<file path="src/rtl/core/btc_pkg.sv">
// btc_pkg: shared constants, codes and types of the blank-run-to-tab compressor.
// No dependencies; every other file of the block imports it.

package btc_pkg;

  // Sizing
  localparam int NUM_STOPS  = 6;
  localparam int COUNT_BITS = 12;
  localparam int REG_STOPS  = 6;
  localparam int CNT_W      = COUNT_BITS;
  localparam int CNT_W1     = CNT_W + 1;
  localparam int SC_W       = 3;
  localparam int TW_W       = 5;
  localparam int BYTE_W     = 8;
  localparam int CFG_IDX_W  = 3;
  localparam int CFG_DATA_W = CNT_W;
  localparam int BIT_IDX_W  = $clog2(CNT_W);
  localparam int STOP_IDX_W = $clog2(REG_STOPS);

  localparam logic [CNT_W-1:0] CNT_MAX = {CNT_W{1'b1}};
  localparam logic [CNT_W-1:0] CNT_ONE = CNT_W'(1);

  // Configuration register indexes
  localparam logic [CFG_IDX_W-1:0] CFG_STOP_COUNT = 3'd0;
  localparam logic [CFG_IDX_W-1:0] CFG_STOP_0     = 3'd1;
  localparam logic [CFG_IDX_W-1:0] CFG_STOP_5     = 3'd6;
  localparam logic [CFG_IDX_W-1:0] CFG_TAB_WIDTH  = 3'd7;

  // Character codes
  localparam logic [BYTE_W-1:0] CH_TAB     = 8'd9;
  localparam logic [BYTE_W-1:0] CH_NEWLINE = 8'd10;
  localparam logic [BYTE_W-1:0] CH_BLANK   = 8'd32;

  typedef logic [REG_STOPS-1:0][CNT_W-1:0] stops_t;

  // Register reset values
  localparam logic [SC_W-1:0] STOP_COUNT_RST = '0;
  localparam logic [TW_W-1:0] TAB_WIDTH_RST  = 5'd8;
  localparam stops_t STOPS_RST = {CNT_W'(49), CNT_W'(41), CNT_W'(33),
                                  CNT_W'(25), CNT_W'(17), CNT_W'(9)};

  // Remainder unit request and response
  typedef struct packed {
    logic             start;
    logic [CNT_W-1:0] dividend;
    logic [TW_W-1:0]  divisor;
  } rem_req_t;

  typedef struct packed {
    logic            busy;
    logic            done;
    logic [TW_W-1:0] rem;
  } rem_rsp_t;

  // Next tab stop as seen from the current column
  typedef struct packed {
    logic             hit;
    logic             need_phase;
    logic             dflt_clamped;
    logic [CNT_W-1:0] stop;
  } stop_sel_t;

endpackage

</file>
<file path="src/rtl/core/btc_ifs.sv">
// btc_ifs: valid/ready channel interfaces of the blank-run-to-tab compressor.
// Depends on btc_pkg for field widths.

interface btc_in_if import btc_pkg::*; ();
  logic              valid;
  logic              ready;
  logic [BYTE_W-1:0] in_byte;
  logic              end_of_stream;

  modport source (output valid, output in_byte, output end_of_stream, input ready);
  modport sink   (input valid, input in_byte, input end_of_stream, output ready);
endinterface

interface btc_out_if import btc_pkg::*; ();
  logic              valid;
  logic              ready;
  logic [CNT_W-1:0]  tab_count;
  logic [CNT_W-1:0]  space_count;
  logic [BYTE_W-1:0] out_byte;
  logic              byte_valid;

  modport source (output valid, output tab_count, output space_count, output out_byte,
                  output byte_valid, input ready);
  modport sink   (input valid, input tab_count, input space_count, input out_byte,
                  input byte_valid, output ready);
endinterface

interface btc_cfg_if import btc_pkg::*; ();
  logic                  valid;
  logic                  ready;
  logic [CFG_IDX_W-1:0]  index;
  logic [CFG_DATA_W-1:0] data;

  modport source (output valid, output index, output data, input ready);
  modport sink   (input valid, input index, input data, output ready);
endinterface

</file>
<file path="src/rtl/core/blank_run_to_tab_compressor.sv">
// blank_run_to_tab_compressor: top level, configuration registers, step sequencer
// and output register. Depends on btc_pkg, btc_ifs, btc_rem_unit, btc_stop_pick.
//
// Usage
//   in_i  : text bytes plus an end-of-stream flag, one beat per byte.
//   out_o : one beat per non-blank byte (tabs, spaces, byte) and one per
//           end of stream (spaces only, byte_valid low). Blanks give no beat.
//   cfg_i : register writes, always ready; write only while the block is idle.
// Sequence
//   A blank beat only extends the pending run. Any other byte is accepted,
//   then the run is flushed one tab or space per step, then the byte itself
//   advances the column and the result is loaded into the output register.
//   An end-of-stream beat flushes the whole run as spaces in a single step.
//   When the column's place on the default stop grid is not known (after a
//   jump to a listed stop, a clamp at the count limit or a tab_width write),
//   the bit-serial remainder unit runs before the next step.
//   The flush loop sets the rate: one tab or space per cycle outside S_MOD.
// Reset and stalls
//   Reset sets column 1, no pending blanks and the register defaults.
//   The input is ready only while the sequencer is idle; a result waiting in
//   the output register does not block blank beats, but the next result waits
//   until the receiver takes the previous one.

module blank_run_to_tab_compressor import btc_pkg::*; (
  input logic        clk_i,
  input logic        rst_ni,
  btc_in_if.sink     in_i,
  btc_out_if.source  out_o,
  btc_cfg_if.sink    cfg_i
);

  localparam logic [1:0] S_IDLE = 2'd0;
  localparam logic [1:0] S_STEP = 2'd1;
  localparam logic [1:0] S_MOD  = 2'd2;
  localparam logic [1:0] S_EMIT = 2'd3;

  // Configuration
  logic [SC_W-1:0] stop_cnt_q;
  stops_t          stops_q;
  logic [TW_W-1:0] tab_w_q;
  logic [TW_W-1:0] w_eff;
  logic            cfg_wr;

  // Sequencer state
  logic [1:0]       state_q, state_d;
  logic [CNT_W-1:0] col_q, col_d;
  logic [CNT_W-1:0] pend_q, pend_d;
  logic [TW_W-1:0]  phase_q, phase_d;
  logic             phase_vld_q, phase_vld_d;
  logic [CNT_W-1:0] tabs_q, tabs_d;
  logic [CNT_W-1:0] spc_q, spc_d;
  logic [BYTE_W-1:0] byte_q;
  logic             eos_q;

  // Output register
  logic              out_vld_q, out_vld_d;
  logic [CNT_W-1:0]  out_tab_q;
  logic [CNT_W-1:0]  out_spc_q;
  logic [BYTE_W-1:0] out_byte_q;
  logic              out_bv_q;
  logic              load_out;

  // Helpers
  logic             in_acc;
  logic [CNT_W-1:0] col_inc;
  logic [TW_W-1:0]  phase_inc;
  logic [CNT_W-1:0] gap;
  logic             take_tab;
  rem_req_t         rem_req;
  rem_rsp_t         rem_rsp;
  stop_sel_t        sel;

  // Configuration write port
  assign cfg_i.ready = 1'b1;
  assign cfg_wr      = cfg_i.valid && cfg_i.ready;

  always_ff @(posedge clk_i or negedge rst_ni) begin
    if (!rst_ni) begin
      stop_cnt_q <= STOP_COUNT_RST;
      stops_q    <= STOPS_RST;
      tab_w_q    <= TAB_WIDTH_RST;
    end else if (cfg_wr) begin
      unique case (cfg_i.index) inside
        CFG_STOP_COUNT: stop_cnt_q <= cfg_i.data[SC_W-1:0];
        [CFG_STOP_0:CFG_STOP_5]: begin
          stops_q[STOP_IDX_W'(cfg_i.index - CFG_STOP_0)] <= cfg_i.data[CNT_W-1:0];
        end
        CFG_TAB_WIDTH: tab_w_q <= cfg_i.data[TW_W-1:0];
        default: ;
      endcase
    end
  end

  assign w_eff = (tab_w_q == '0) ? TW_W'(1) : tab_w_q;

  // Next stop lookup and remainder unit
  btc_stop_pick u_stop_pick (
    .stops_i      (stops_q),
    .stop_count_i (stop_cnt_q),
    .width_i      (w_eff),
    .col_i        (col_q),
    .phase_vld_i  (phase_vld_q),
    .phase_i      (phase_q),
    .sel_o        (sel)
  );

  btc_rem_unit u_rem_unit (
    .clk_i  (clk_i),
    .rst_ni (rst_ni),
    .req_i  (rem_req),
    .rsp_o  (rem_rsp)
  );

  assign in_i.ready = (state_q == S_IDLE);
  assign in_acc     = in_i.valid && in_i.ready;

  // One column step: saturate at the limit, keep the grid phase in step
  assign col_inc   = (col_q == CNT_MAX) ? col_q : col_q + CNT_ONE;
  assign phase_inc = (col_q == CNT_MAX) ? phase_q :
                     ((phase_q + TW_W'(1) == w_eff) ? '0 : phase_q + TW_W'(1));
  assign gap       = sel.stop - col_q;
  assign take_tab  = (sel.stop > col_q) && (pend_q >= gap);

  // Sequencer
  always_comb begin
    state_d          = state_q;
    col_d            = col_q;
    pend_d           = pend_q;
    phase_d          = phase_q;
    phase_vld_d      = phase_vld_q;
    tabs_d           = tabs_q;
    spc_d            = spc_q;
    load_out         = 1'b0;
    rem_req.start    = 1'b0;
    rem_req.dividend = col_q - CNT_ONE;
    rem_req.divisor  = w_eff;

    unique case (state_q)
      S_IDLE: begin
        if (in_acc) begin
          if (in_i.end_of_stream || (in_i.in_byte != CH_BLANK)) begin
            tabs_d  = '0;
            spc_d   = '0;
            state_d = S_STEP;
          end else if (pend_q != CNT_MAX) begin
            pend_d = pend_q + CNT_ONE;
          end
        end
      end
      S_STEP: begin
        if (eos_q) begin
          // Flush the run as spaces and start a fresh line
          spc_d       = pend_q;
          pend_d      = '0;
          col_d       = CNT_ONE;
          phase_d     = '0;
          phase_vld_d = 1'b1;
          state_d     = S_EMIT;
        end else if (((pend_q != '0) || (byte_q == CH_TAB)) && sel.need_phase) begin
          // Column phase unknown: find (col - 1) mod w first
          rem_req.start = 1'b1;
          state_d       = S_MOD;
        end else if (pend_q != '0) begin
          if (take_tab) begin
            tabs_d      = tabs_q + CNT_ONE;
            pend_d      = pend_q - gap;
            col_d       = sel.stop;
            phase_d     = '0;
            phase_vld_d = !(sel.hit || sel.dflt_clamped);
          end else begin
            spc_d   = spc_q + CNT_ONE;
            pend_d  = pend_q - CNT_ONE;
            col_d   = col_inc;
            phase_d = phase_inc;
          end
        end else begin
          // Run flushed: advance the column over the byte itself
          case (byte_q)
            CH_NEWLINE: begin
              col_d       = CNT_ONE;
              phase_d     = '0;
              phase_vld_d = 1'b1;
            end
            CH_TAB: begin
              col_d       = sel.stop;
              phase_d     = '0;
              phase_vld_d = !(sel.hit || sel.dflt_clamped);
            end
            default: begin
              col_d   = col_inc;
              phase_d = phase_inc;
            end
          endcase
          state_d = S_EMIT;
        end
      end
      S_MOD: begin
        if (rem_rsp.done) begin
          phase_d     = rem_rsp.rem;
          phase_vld_d = 1'b1;
          state_d     = S_STEP;
        end
      end
      S_EMIT: begin
        if (!out_vld_q || out_o.ready) begin
          load_out = 1'b1;
          state_d  = S_IDLE;
        end
      end
      default: state_d = S_IDLE;
    endcase

    // A new tab width makes the cached phase stale
    if (cfg_wr && (cfg_i.index == CFG_TAB_WIDTH)) begin
      phase_vld_d = 1'b0;
    end
  end

  assign out_vld_d = load_out ? 1'b1 : (out_o.ready ? 1'b0 : out_vld_q);

  // Control registers
  always_ff @(posedge clk_i or negedge rst_ni) begin
    if (!rst_ni) begin
      state_q     <= S_IDLE;
      col_q       <= CNT_ONE;
      pend_q      <= '0;
      phase_q     <= '0;
      phase_vld_q <= 1'b1;
      out_vld_q   <= 1'b0;
    end else begin
      state_q     <= state_d;
      col_q       <= col_d;
      pend_q      <= pend_d;
      phase_q     <= phase_d;
      phase_vld_q <= phase_vld_d;
      out_vld_q   <= out_vld_d;
    end
  end

  // Payload registers
  always_ff @(posedge clk_i) begin
    tabs_q <= tabs_d;
    spc_q  <= spc_d;
    if (in_acc) begin
      byte_q <= in_i.in_byte;
      eos_q  <= in_i.end_of_stream;
    end
    if (load_out) begin
      out_tab_q  <= tabs_q;
      out_spc_q  <= spc_q;
      out_byte_q <= eos_q ? '0 : byte_q;
      out_bv_q   <= !eos_q;
    end
  end

  assign out_o.valid       = out_vld_q;
  assign out_o.tab_count   = out_tab_q;
  assign out_o.space_count = out_spc_q;
  assign out_o.out_byte    = out_byte_q;
  assign out_o.byte_valid  = out_bv_q;

  // Checks
  a_run_flushed: assert property (@(posedge clk_i) disable iff (!rst_ni)
    (state_q == S_EMIT) |-> (pend_q == '0))
    else $error("blank run not fully flushed before the result");

  a_col_nonzero: assert property (@(posedge clk_i) disable iff (!rst_ni)
    col_q != '0)
    else $error("column reached zero");

  a_phase_range: assert property (@(posedge clk_i) disable iff (!rst_ni)
    phase_vld_q |-> (phase_q < w_eff))
    else $error("cached column phase out of range for the tab width");

  a_rem_owned: assert property (@(posedge clk_i) disable iff (!rst_ni)
    rem_rsp.busy |-> (state_q == S_MOD))
    else $error("remainder unit running outside its wait state");

endmodule

</file>
<file path="src/rtl/core/btc_rem_unit.sv">
// btc_rem_unit: bit-serial restoring remainder, one dividend bit per cycle.
// Depends on btc_pkg for widths and the request/response structs.

module btc_rem_unit import btc_pkg::*; (
  input  logic     clk_i,
  input  logic     rst_ni,
  input  rem_req_t req_i,
  output rem_rsp_t rsp_o
);

  logic                 busy_q;
  logic                 done_q;
  logic [BIT_IDX_W-1:0] cnt_q;
  logic [CNT_W-1:0]     sh_q;
  logic [TW_W-1:0]      rem_q;
  logic [TW_W-1:0]      div_q;
  logic [TW_W:0]        partial;
  logic [TW_W-1:0]      rem_nx;

  // Shift in the next dividend bit and subtract the divisor when it fits
  always_comb begin
    partial = {rem_q, sh_q[CNT_W-1]};
    if (partial >= {1'b0, div_q}) begin
      rem_nx = TW_W'(partial - {1'b0, div_q});
    end else begin
      rem_nx = partial[TW_W-1:0];
    end
  end

  // Control: run for one pass over the dividend, pulse done at the end
  always_ff @(posedge clk_i or negedge rst_ni) begin
    if (!rst_ni) begin
      busy_q <= 1'b0;
      done_q <= 1'b0;
      cnt_q  <= '0;
    end else begin
      done_q <= 1'b0;
      if (req_i.start) begin
        busy_q <= 1'b1;
        cnt_q  <= BIT_IDX_W'(CNT_W - 1);
      end else if (busy_q) begin
        if (cnt_q == '0) begin
          busy_q <= 1'b0;
          done_q <= 1'b1;
        end else begin
          cnt_q <= cnt_q - BIT_IDX_W'(1);
        end
      end
    end
  end

  // Datapath
  always_ff @(posedge clk_i) begin
    if (req_i.start) begin
      sh_q  <= req_i.dividend;
      rem_q <= '0;
      div_q <= req_i.divisor;
    end else if (busy_q) begin
      sh_q  <= {sh_q[CNT_W-2:0], 1'b0};
      rem_q <= rem_nx;
    end
  end

  assign rsp_o = '{busy: busy_q, done: done_q, rem: rem_q};

endmodule

</file>
<file path="src/rtl/core/btc_stop_pick.sv">
// btc_stop_pick: finds the next tab stop above the column, explicit list first,
// then the default grid from the cached column phase. Depends on btc_pkg.

module btc_stop_pick import btc_pkg::*; (
  input  stops_t           stops_i,
  input  logic [SC_W-1:0]  stop_count_i,
  input  logic [TW_W-1:0]  width_i,
  input  logic [CNT_W-1:0] col_i,
  input  logic             phase_vld_i,
  input  logic [TW_W-1:0]  phase_i,
  output stop_sel_t        sel_o
);

  logic [SC_W-1:0]  n_used;
  logic             hit;
  logic [CNT_W-1:0] hit_stop;
  logic [CNT_W:0]   dflt;
  logic             clamped;
  logic             col_zero;

  // Limit the list to the stops the design carries
  assign n_used = (stop_count_i > SC_W'(NUM_STOPS)) ? SC_W'(NUM_STOPS) : stop_count_i;

  // Pick the first listed stop above the column; scan high to low so the lowest index wins
  always_comb begin
    hit      = 1'b0;
    hit_stop = '0;
    for (int i = REG_STOPS - 1; i >= 0; i--) begin
      if ((SC_W'(i) < n_used) && (stops_i[i] > col_i)) begin
        hit      = 1'b1;
        hit_stop = stops_i[i];
      end
    end
  end

  // Default stop: col + w - ((col - 1) mod w), held at the count limit
  assign dflt     = {1'b0, col_i} + CNT_W1'(width_i) - CNT_W1'(phase_i);
  assign clamped  = dflt > {1'b0, CNT_MAX};
  assign col_zero = (col_i == '0);

  always_comb begin
    sel_o.hit          = hit;
    sel_o.need_phase   = !hit && !col_zero && !phase_vld_i;
    sel_o.dflt_clamped = !hit && !col_zero && clamped;
    if (hit) begin
      sel_o.stop = hit_stop;
    end else if (col_zero) begin
      sel_o.stop = CNT_ONE;
    end else if (clamped) begin
      sel_o.stop = CNT_MAX;
    end else begin
      sel_o.stop = dflt[CNT_W-1:0];
    end
  end

endmodule
</file>
<file path="src/flat_wrapper.sv">
// flat-port wrapper written by rule: the top's interface ports become plain ports
module blank_run_to_tab_compressor_flat import btc_pkg::*;
  (clk_i, rst_ni, in_i_valid, in_i_in_byte, in_i_end_of_stream, in_i_ready, out_o_valid, out_o_tab_count, out_o_space_count, out_o_out_byte, out_o_byte_valid, out_o_ready, cfg_i_valid, cfg_i_index, cfg_i_data, cfg_i_ready);
  btc_in_if in_i_i ();
  btc_out_if out_o_i ();
  btc_cfg_if cfg_i_i ();
  input logic clk_i;
  input logic rst_ni;
  input wire logic [$bits(in_i_i.valid)-1:0] in_i_valid;
  input wire logic [$bits(in_i_i.in_byte)-1:0] in_i_in_byte;
  input wire logic [$bits(in_i_i.end_of_stream)-1:0] in_i_end_of_stream;
  output wire logic [$bits(in_i_i.ready)-1:0] in_i_ready;
  output wire logic [$bits(out_o_i.valid)-1:0] out_o_valid;
  output wire logic [$bits(out_o_i.tab_count)-1:0] out_o_tab_count;
  output wire logic [$bits(out_o_i.space_count)-1:0] out_o_space_count;
  output wire logic [$bits(out_o_i.out_byte)-1:0] out_o_out_byte;
  output wire logic [$bits(out_o_i.byte_valid)-1:0] out_o_byte_valid;
  input wire logic [$bits(out_o_i.ready)-1:0] out_o_ready;
  input wire logic [$bits(cfg_i_i.valid)-1:0] cfg_i_valid;
  input wire logic [$bits(cfg_i_i.index)-1:0] cfg_i_index;
  input wire logic [$bits(cfg_i_i.data)-1:0] cfg_i_data;
  output wire logic [$bits(cfg_i_i.ready)-1:0] cfg_i_ready;
  assign in_i_i.valid = in_i_valid;
  assign in_i_i.in_byte = in_i_in_byte;
  assign in_i_i.end_of_stream = in_i_end_of_stream;
  assign in_i_ready = in_i_i.ready;
  assign out_o_valid = out_o_i.valid;
  assign out_o_tab_count = out_o_i.tab_count;
  assign out_o_space_count = out_o_i.space_count;
  assign out_o_out_byte = out_o_i.out_byte;
  assign out_o_byte_valid = out_o_i.byte_valid;
  assign out_o_i.ready = out_o_ready;
  assign cfg_i_i.valid = cfg_i_valid;
  assign cfg_i_i.index = cfg_i_index;
  assign cfg_i_i.data = cfg_i_data;
  assign cfg_i_ready = cfg_i_i.ready;
  blank_run_to_tab_compressor u_core (.clk_i(clk_i), .rst_ni(rst_ni), .in_i(in_i_i), .out_o(out_o_i), .cfg_i(cfg_i_i));
endmodule
</file>
<file path="config.mk">
export PLATFORM = sky130hd
export DESIGN_NAME = blank_run_to_tab_compressor_flat
export DESIGN_NICKNAME = d
export VERILOG_FILES = /design/src/rtl/core/btc_pkg.sv /design/src/rtl/core/btc_ifs.sv /design/src/rtl/core/blank_run_to_tab_compressor.sv /design/src/rtl/core/btc_rem_unit.sv /design/src/rtl/core/btc_stop_pick.sv /design/src/flat_wrapper.sv
export SDC_FILE = /design/constraint.sdc
export NUM_CORES = 1
export LEC_CHECK = 0
export BUFFER_PORTS_ARGS = -buffer_cell sky130_fd_sc_hd__buf_2
export CORE_MARGIN = 2
export CORE_UTILIZATION = 45
export CTS_CLUSTER_SIZE = 25
export DETAILED_ROUTE_END_ITERATION = 8
export PLACE_DENSITY = 0.64
export RECOVER_POWER = 50
export SETUP_SLACK_MARGIN = 0.05
export SYNTH_ARGS = -nofsm -noshare
export SYNTH_HDL_FRONTEND = slang
export SYNTH_HIERARCHICAL = 1
export SYNTH_SLANG_ARGS = --single-unit
</file>
<file path="constraint.sdc">
create_clock -name clk_i -period 7.25 [get_ports clk_i]
set_input_delay 1.45 -clock clk_i [delete_from_list [all_inputs] [get_ports clk_i]]
set_output_delay 1.45 -clock clk_i [all_outputs]
set_load 0.02 [all_outputs]
</file>
Yosys cells after proc, flatten, opt, wreduce, memory -nomap -nowiden
Index checks and enable logic that the tools add are counted.
- flip-flop bits (word level): 207
- input port bits: 29
- output and inout port bits: 36
- word-level logic and storage cells: 231
- $add $sub $neg: 14
- magnitude comparators: 21
- equality and inequality tests: 30
- mux-type cells: 90
- reduce and logical (&&, ||, !) cells: 48
- operator list (operator ; number):
    $mux 12 ; 34
    $pmux 12 s2 ; 4
    $gt 12x12->1 ; 7
    $bwmux 72 ; 1
    $mux 5 ; 10
    $add 12x1->12 const B ; 4
    $demux 12 s3 ; 1
    $mux 1 ; 25
    $sub 12x1->12 const B ; 2
    $sub 12x12->12 ; 2
    $eq 8x4->1 const B ; 2
    $logic_and 1x1->1 ; 15
    $mux 2 ; 7
    $ne 2x2->1 const B ; 7
    $add 12x5->13 ; 1
    $gt 13x12->1 const B ; 1
    $sub 13x5->13 ; 1
    $eq 12x12->1 const B ; 1
    $ge 12x12->1 ; 1
    $logic_not 12->1 ; 1
    $mux 4 ; 3
    $ne 12x12->1 const B ; 1
    $reduce_and 6->1 ; 2
    $reduce_bool 12->1 ; 1
    other kinds (40) ; 69

Longest topological paths before layout
Gate-level depths: netlist (run 1).
- depth after elaboration: 21
- depth in mapped cells: 31
- gate-level depth less buffers: 29

By module
The synthesis (run 1) kept the hierarchy.
- modules (own cells, without submodules) (module ; times used ; cells an instance ; area an instance (um2) ; sequential area each (um2)):
    blank_run_to_tab_compressor ; 1 ; 918 ; 9828.2 ; 4832.1
    btc_stop_pick ; 1 ; 441 ; 3452.1 ; 0.0
    btc_rem_unit ; 1 ; 110 ; 1406.3 ; 760.7

Worst setup path after synthesis (run 1)
No wires, ideal clock.
- kind: reg2reg
- start point: register u_core.col_q[1]
- end point: register u_core.spc_q[0], enable pin
- setup time: 385 ps
- data arrival time: 7383 ps
- required time: 6865 ps
- path slack: -518 ps
- stages on the path, launching flop included: 30
- path buffers: 2
- clock period less this slack: 7768 ps
- cells stage by stage: dfrtp_1 inv_1 fa_1 inv_1 fa_1 a211oi_2 o21ai_2 a2111oi_4 nor3_2 a2111oi_4 buf_6 a2bb2oi_1 inv_1 ha_1 fa_1 nand2b_1 a21oi_1 nor2b_1 nor2_1 o21bai_1 a21oi_1 xor2_1 ha_1 inv_1 nor2_1 a2111oi_0 a211oi_2 clkbuf_1 or3_1 a21oi_1
- RTL lines (item ; line ; source):
    from (decl) ; blank_run_to_tab_compressor.sv:46 ; logic [CNT_W-1:0] col_q, col_d;
    from (signal assigned) ; blank_run_to_tab_compressor.sv:232 ; col_q <= col_d;
    to (signal assigned) ; blank_run_to_tab_compressor.sv:243 ; spc_q <= spc_d;
    to (decl) ; blank_run_to_tab_compressor.sv:51 ; logic [CNT_W-1:0] spc_q, spc_d;

==> results of run 1 <==
## worst paths after layout
kind | to | slack, ns | cells after the start
max | u_core/col_q[9] | 0.26 | 32
min | u_core/out_o.space_count[11] | 0.47 | 0
max reg2reg | u_core/col_q[9] | 0.26 | 32
min reg2reg | u_core/out_o.space_count[11] | 0.47 | 0
max in group asynchronous | u_core/col_q[9] | 2.56 | 2
min in group asynchronous | u_core/u_rem_unit/cnt_q[1] | 1.62 | 1
## layout make-up
cell class	count	area, um^2	share of cell area
Clock buffer	31	658	0.0395
Clock inverter	15	231	0.0139
Inverter	98	368	0.0221
Multi-Input combinational cell	1092	8530	0.512
Sequential cell	207	5590	0.335
Tap cell	442	553	0.0332
Timing Repair Buffer	128	739	0.0443
## per-layer routing
| metal | global-route usage | wire length, um | part of all wire |
|---|---|---|---|
| met3 | 0.0316 | 1760 | 0.044 |
| met1 | 0.271 | 16100 | 0.41 |
| met2 | 0.430 | 20300 | 0.51 |
| met4 | 0.0902 | 1560 | 0.039 |
| met5 | 0 | 0 | 0 |
## critical path, delay by kind of cell, from the launching register on
kind | cells | cell delay (ns)
fa+ha+maj | 4 | 1.65
simple gates | 6 | 0.57
compound gates | 13 | 3.01
xor+xnor | 1 | 0.17
flops | 1 | 0.34
buf+inv | 8 | 1.10
## sequential cells by signal, indices dropped and copies added (netlist names), 8 cells and up
name / count
u_core/tabs_q: 12
u_core/out_o.out_byte: 8
u_core/col_q: 12
u_core/stops_q: 72
u_core/byte_q: 8
u_core/u_rem_unit/sh_q: 12
u_core/spc_q: 12
u_core/out_o.space_count: 12
u_core/out_o.tab_count: 12
u_core/pend_q: 12
## timing repair
item	in CTS	in global routing
gates cloned	0	1
hold buffers	0	0
setup endpoints to repair	12	52
buffers inserted	0	2
resized for setup	2	24
hold endpoints to repair	0	0
pin swaps	0	14
## per-stage QoR
| stage | area [um^2] | setup WS [ns] | hold WS [ns] |
|---|---|---|---|
| 3_3_place_gp | 15700 | 0.194 | 0.456 |
| 5_1_grt | 16700 | 0.00180 | 0.489 |
| 3_5_place_dp | 15700 | 0.0127 | 0.459 |
| 2_1_floorplan | 14700 | 0.0429 | 0.436 |
| 4_1_cts | 16600 | 0.0580 | 0.473 |
| 6_report | 16700 | 0.261 | 0.470 |
==> flow_summary.ini, run 1 <==
[floorplan]
num_io_pins = 65
die_width_um = 185
dieArea_um2 = 34100
rows = 66
core_area_um2 = 32300
die-height_um = 185
start_util = 0.455

[place]
numPortBuffers = 63
place_congestion = 0.924
post-dp-hpwl_um = 29800
dp.cells = 1964

[run]
drv_cap = 3

[finish]
syn2layout_area_growth_pct = 13.6
nFillCells = 2957
layout.cells.non_filler = 2013
fin_util = 0.516
num_antenna_cells = 0
nets = 1720
drive_above_1_share = 0.190
final_common_cell = ha_1
layout_common_cells = 128 x ha_1, 101 x dfrtp_1, 96 x inv_1

[worst_setup_path]
start_kind = register
startpoint = u_core/tab_w_q[4]
reg2reg_from = u_core/tab_w_q[4]
cp_slowest_cell = fa_1
critPathMaxFanout = 7
required_ns = 7.67
critPathMaxStageDelay_ns = 0.54
cp_common_cell = a2111oi_4
end_kind = register
crit_type = register to register
arrival_ns = 7.41

[timing]
fin_crit_sh = 0.964
finalHoldViolations = 0
finalSetupViolCount = 0
maxSlewViolCount = 156
fin_tns_setup_ns = 0
fin_crit_ns = 6.99
worst_slew_pin_slew_ns = 2.39
max_slew_margin = -0.594
fin_skew_ns = 0.0189
max_freq_mhz = 143
rsz0062_at_grt = no

[grt]
grt_pass1_vias = 11600
track_usage = 0.232
grt_pass1_wl_um = 62400
grt_max_degree = 76
grt-ovfl-total = 0
antenna_found_initial = 0

[hold_path]
min_from = u_core/spc_q[11]
min_path_type = register to register

[cts]
clkLatencyLatePin_ns = 0.56
clock_path_buffers = 3
cts.reportedPaths.clkPinSlew_ns = 0.06
cts-root-buf = clkbuf_16
cts_buffers = 25
cts_tree = yes
h-tree-depth = 1
clock_sinks = 207

[drt]
vias = 11700
route.detailed.drc = 0
via_per_inst = 5.83
route.antenna.remaining_nets = 0
wl_per_cell_um = 19.7
routed_wirelength_um = 39700
drtIter0Drc = 805
drt_pass1_iterations = 5

[logic_synthesis]
synth_fp_nets = 1636
mappedNetlistArea_um2 = 14700
ys_warn_count = 6
synth_cells = 1468
avgSynthCellArea_um2 = 10.0

[outcome]
status = finished, violations left
violations = max-capacitance violations, max-slew violations
Power of run 1 is not shown: default switching activity piles up to over one toggle a cycle in this logic, so the estimate is an artifact.
==> run 2: changes to the inputs <==
--- a/config.mk
+++ b/config.mk
@@ -10,7 +10,7 @@
 export CORE_UTILIZATION = 45
 export CTS_CLUSTER_SIZE = 25
 export DETAILED_ROUTE_END_ITERATION = 8
-export PLACE_DENSITY = 0.64
+export PLACE_DENSITY = 0.61
 export RECOVER_POWER = 50
 export SETUP_SLACK_MARGIN = 0.05
 export SYNTH_ARGS = -nofsm -noshare
==> constraint.sdc (replaced) <==
create_clock -name clk_i -period 9.06 [get_ports clk_i]
set_input_delay 1.812 -clock clk_i [delete_from_list [all_inputs] [get_ports clk_i]]
set_output_delay 1.812 -clock clk_i [all_outputs]
set_load 0.02 [all_outputs]
==> run 2 against run 1 <==
The run still ends with max-capacitance violations, max-slew violations left. Sequential share of layout area increased by 1.2 points. First-iteration DRC count increased by 24%. Critical endpoint is now u_core/tabs_q[6]. Clock-buffer cell count grew 3. Critical path depth is 3 lower. Final area fell by 3.6%.
==> flow_summary.ini, run 2 (synthesized netlist as in run 1, its figures left out) <==
[outcome]
status = finished, violations left
violations = max-capacitance violations, max-slew violations

[worst_setup_path]
critPathMaxStageDelay_ns = 0.82
reg2reg_slack_ns = 0.84
start_kind = register
required_ns = 9.27
critPathMaxFanout = 19
crit_buf_inv = 6
crit_type = register to register
cp_top_family = compound AO/OA/AOI/OAI gates
cp_common_cell = inv_1
cp_slowest_cell = a211oi_4
arrival_ns = 8.43
end_kind = register

[floorplan]
start_util = 0.455
num_io_pins = 65
core_area_um2 = 32300
die_width_um = 185
rows = 66
die-height_um = 185
dieArea_um2 = 34100

[finish]
layout_common_cells = 131 x ha_1, 101 x dfrtp_1, 98 x inv_1
largest_reg_flops = 72
nets = 1676
final_common_cell = ha_1
drive_above_1_share = 0.155
num_antenna_cells = 0
syn2layout_area_growth_pct = 9.54
largest-register = u_core/stops_q

[grt]
antenna_found_initial = 0
grt-ovfl-total = 0
grt_max_degree = 66
track_usage = 0.234
grt_pass1_wl_um = 62500
grt_pass1_vias = 11300

[place]
place_congestion = 0.885
post-dp-hpwl_um = 30500
numPortBuffers = 63

[drt]
wl_per_cell_um = 20.2
drtIter0Drc = 995
drt_pass1_iterations = 6
routed_wirelength_um = 39800
vias = 11500
route.detailed.drc = 0
via_per_inst = 5.86
route.antenna.remaining_nets = 0

[cts]
cts_buffers = 25
clkLatencyLatePin_ns = 0.53
cts-root-buf = clkbuf_16
clock_sinks = 207
h-tree-depth = 1
cts_tree = yes
cts.reportedPaths.clkPinSlew_ns = 0.06
clock_path_buffers = 3

[hold_path]
min_path_type = register to register

[timing]
finalSetupViolCount = 0
finalHoldViolations = 0
maxSlewViolCount = 159
fin_crit_sh = 0.907
fin_skew_ns = 0.0142
max_freq_mhz = 122
rsz0062_at_grt = no
fin_tns_setup_ns = 0
worst_slew_pin_slew_ns = 3.45
max_slew_margin = -1.30
fin_crit_ns = 8.22

[run]
drv_cap = 3
## run 2: cell count changes in the layout (fill, tap and decap cells not counted), sizes merged
cell | before | now
inv | 102 | 100
clkinvlp | 0 | 3
clkbuf | 83 | 82
bufinv | 5 | 1
clkinv | 6 | 5
buf | 76 | 36
## run 2: final cells by class
type | instances | area (um^2)
clock buffers | 34 | 679
clock inverters | 11 | 95.1
fillers | 3003 | 16200
inverters | 98 | 368
multi-input cells | 1092 | 8390
flip-flops and latches | 207 | 5590
well taps | 442 | 553
repair buffers | 84 | 400
## run 2: worst paths after layout
check                                        from                         end  cells past startpoint
worst max-delay path              u_core/col_q[1]            u_core/tabs_q[6]                     29
worst min-delay path            u_core/tabs_q[11]  u_core/out_o.tab_count[11]                      0
worst max register to register    u_core/col_q[1]            u_core/tabs_q[6]                     29
worst min register to register  u_core/tabs_q[11]  u_core/out_o.tab_count[11]                      0
max in group asynchronous                  rst_ni          u_core/stops_q[44]                      2
min in group asynchronous                  rst_ni        u_core/stop_cnt_q[0]                      1
## run 2: what timing repair did
action	4_1_cts	5_1_grt
endpoints found under the setup margin	0	12
buffers inserted	0	0
hold buffers	0	0
gates resized for setup	0	1
## run 2: layer usage
layer | track usage | wire length, um | up-vias
met2 | 0.425 | 20200 | 306
met5 | 0 | 0 | -
met1 | 0.282 | 16400 | 5601
met3 | 0.0292 | 1580 | 97
li1 | - | - | 5522
met4 | 0.0914 | 1610 | 0
## run 2: through the flow
| stage | worst slack [ns] | hold WS [ns] | cells | area [um^2] | utilization |
|---|---|---|---|---|---|
| floorplan | 1.29 | 0.436 | 1468 | 14700 | - |
| global placement | 0.902 | 0.465 | 1923 | 15400 | 0.476 |
| detailed placement | 0.730 | 0.469 | 1923 | 15400 | 0.476 |
| CTS | 0.636 | 0.480 | 1968 | 16200 | 0.500 |
| global route | 0.283 | 0.495 | 1968 | 16100 | 0.498 |
| finish | 0.844 | 0.475 | 1968 | 16100 | 0.498 |
Power of run 2 is left out for the same reason.
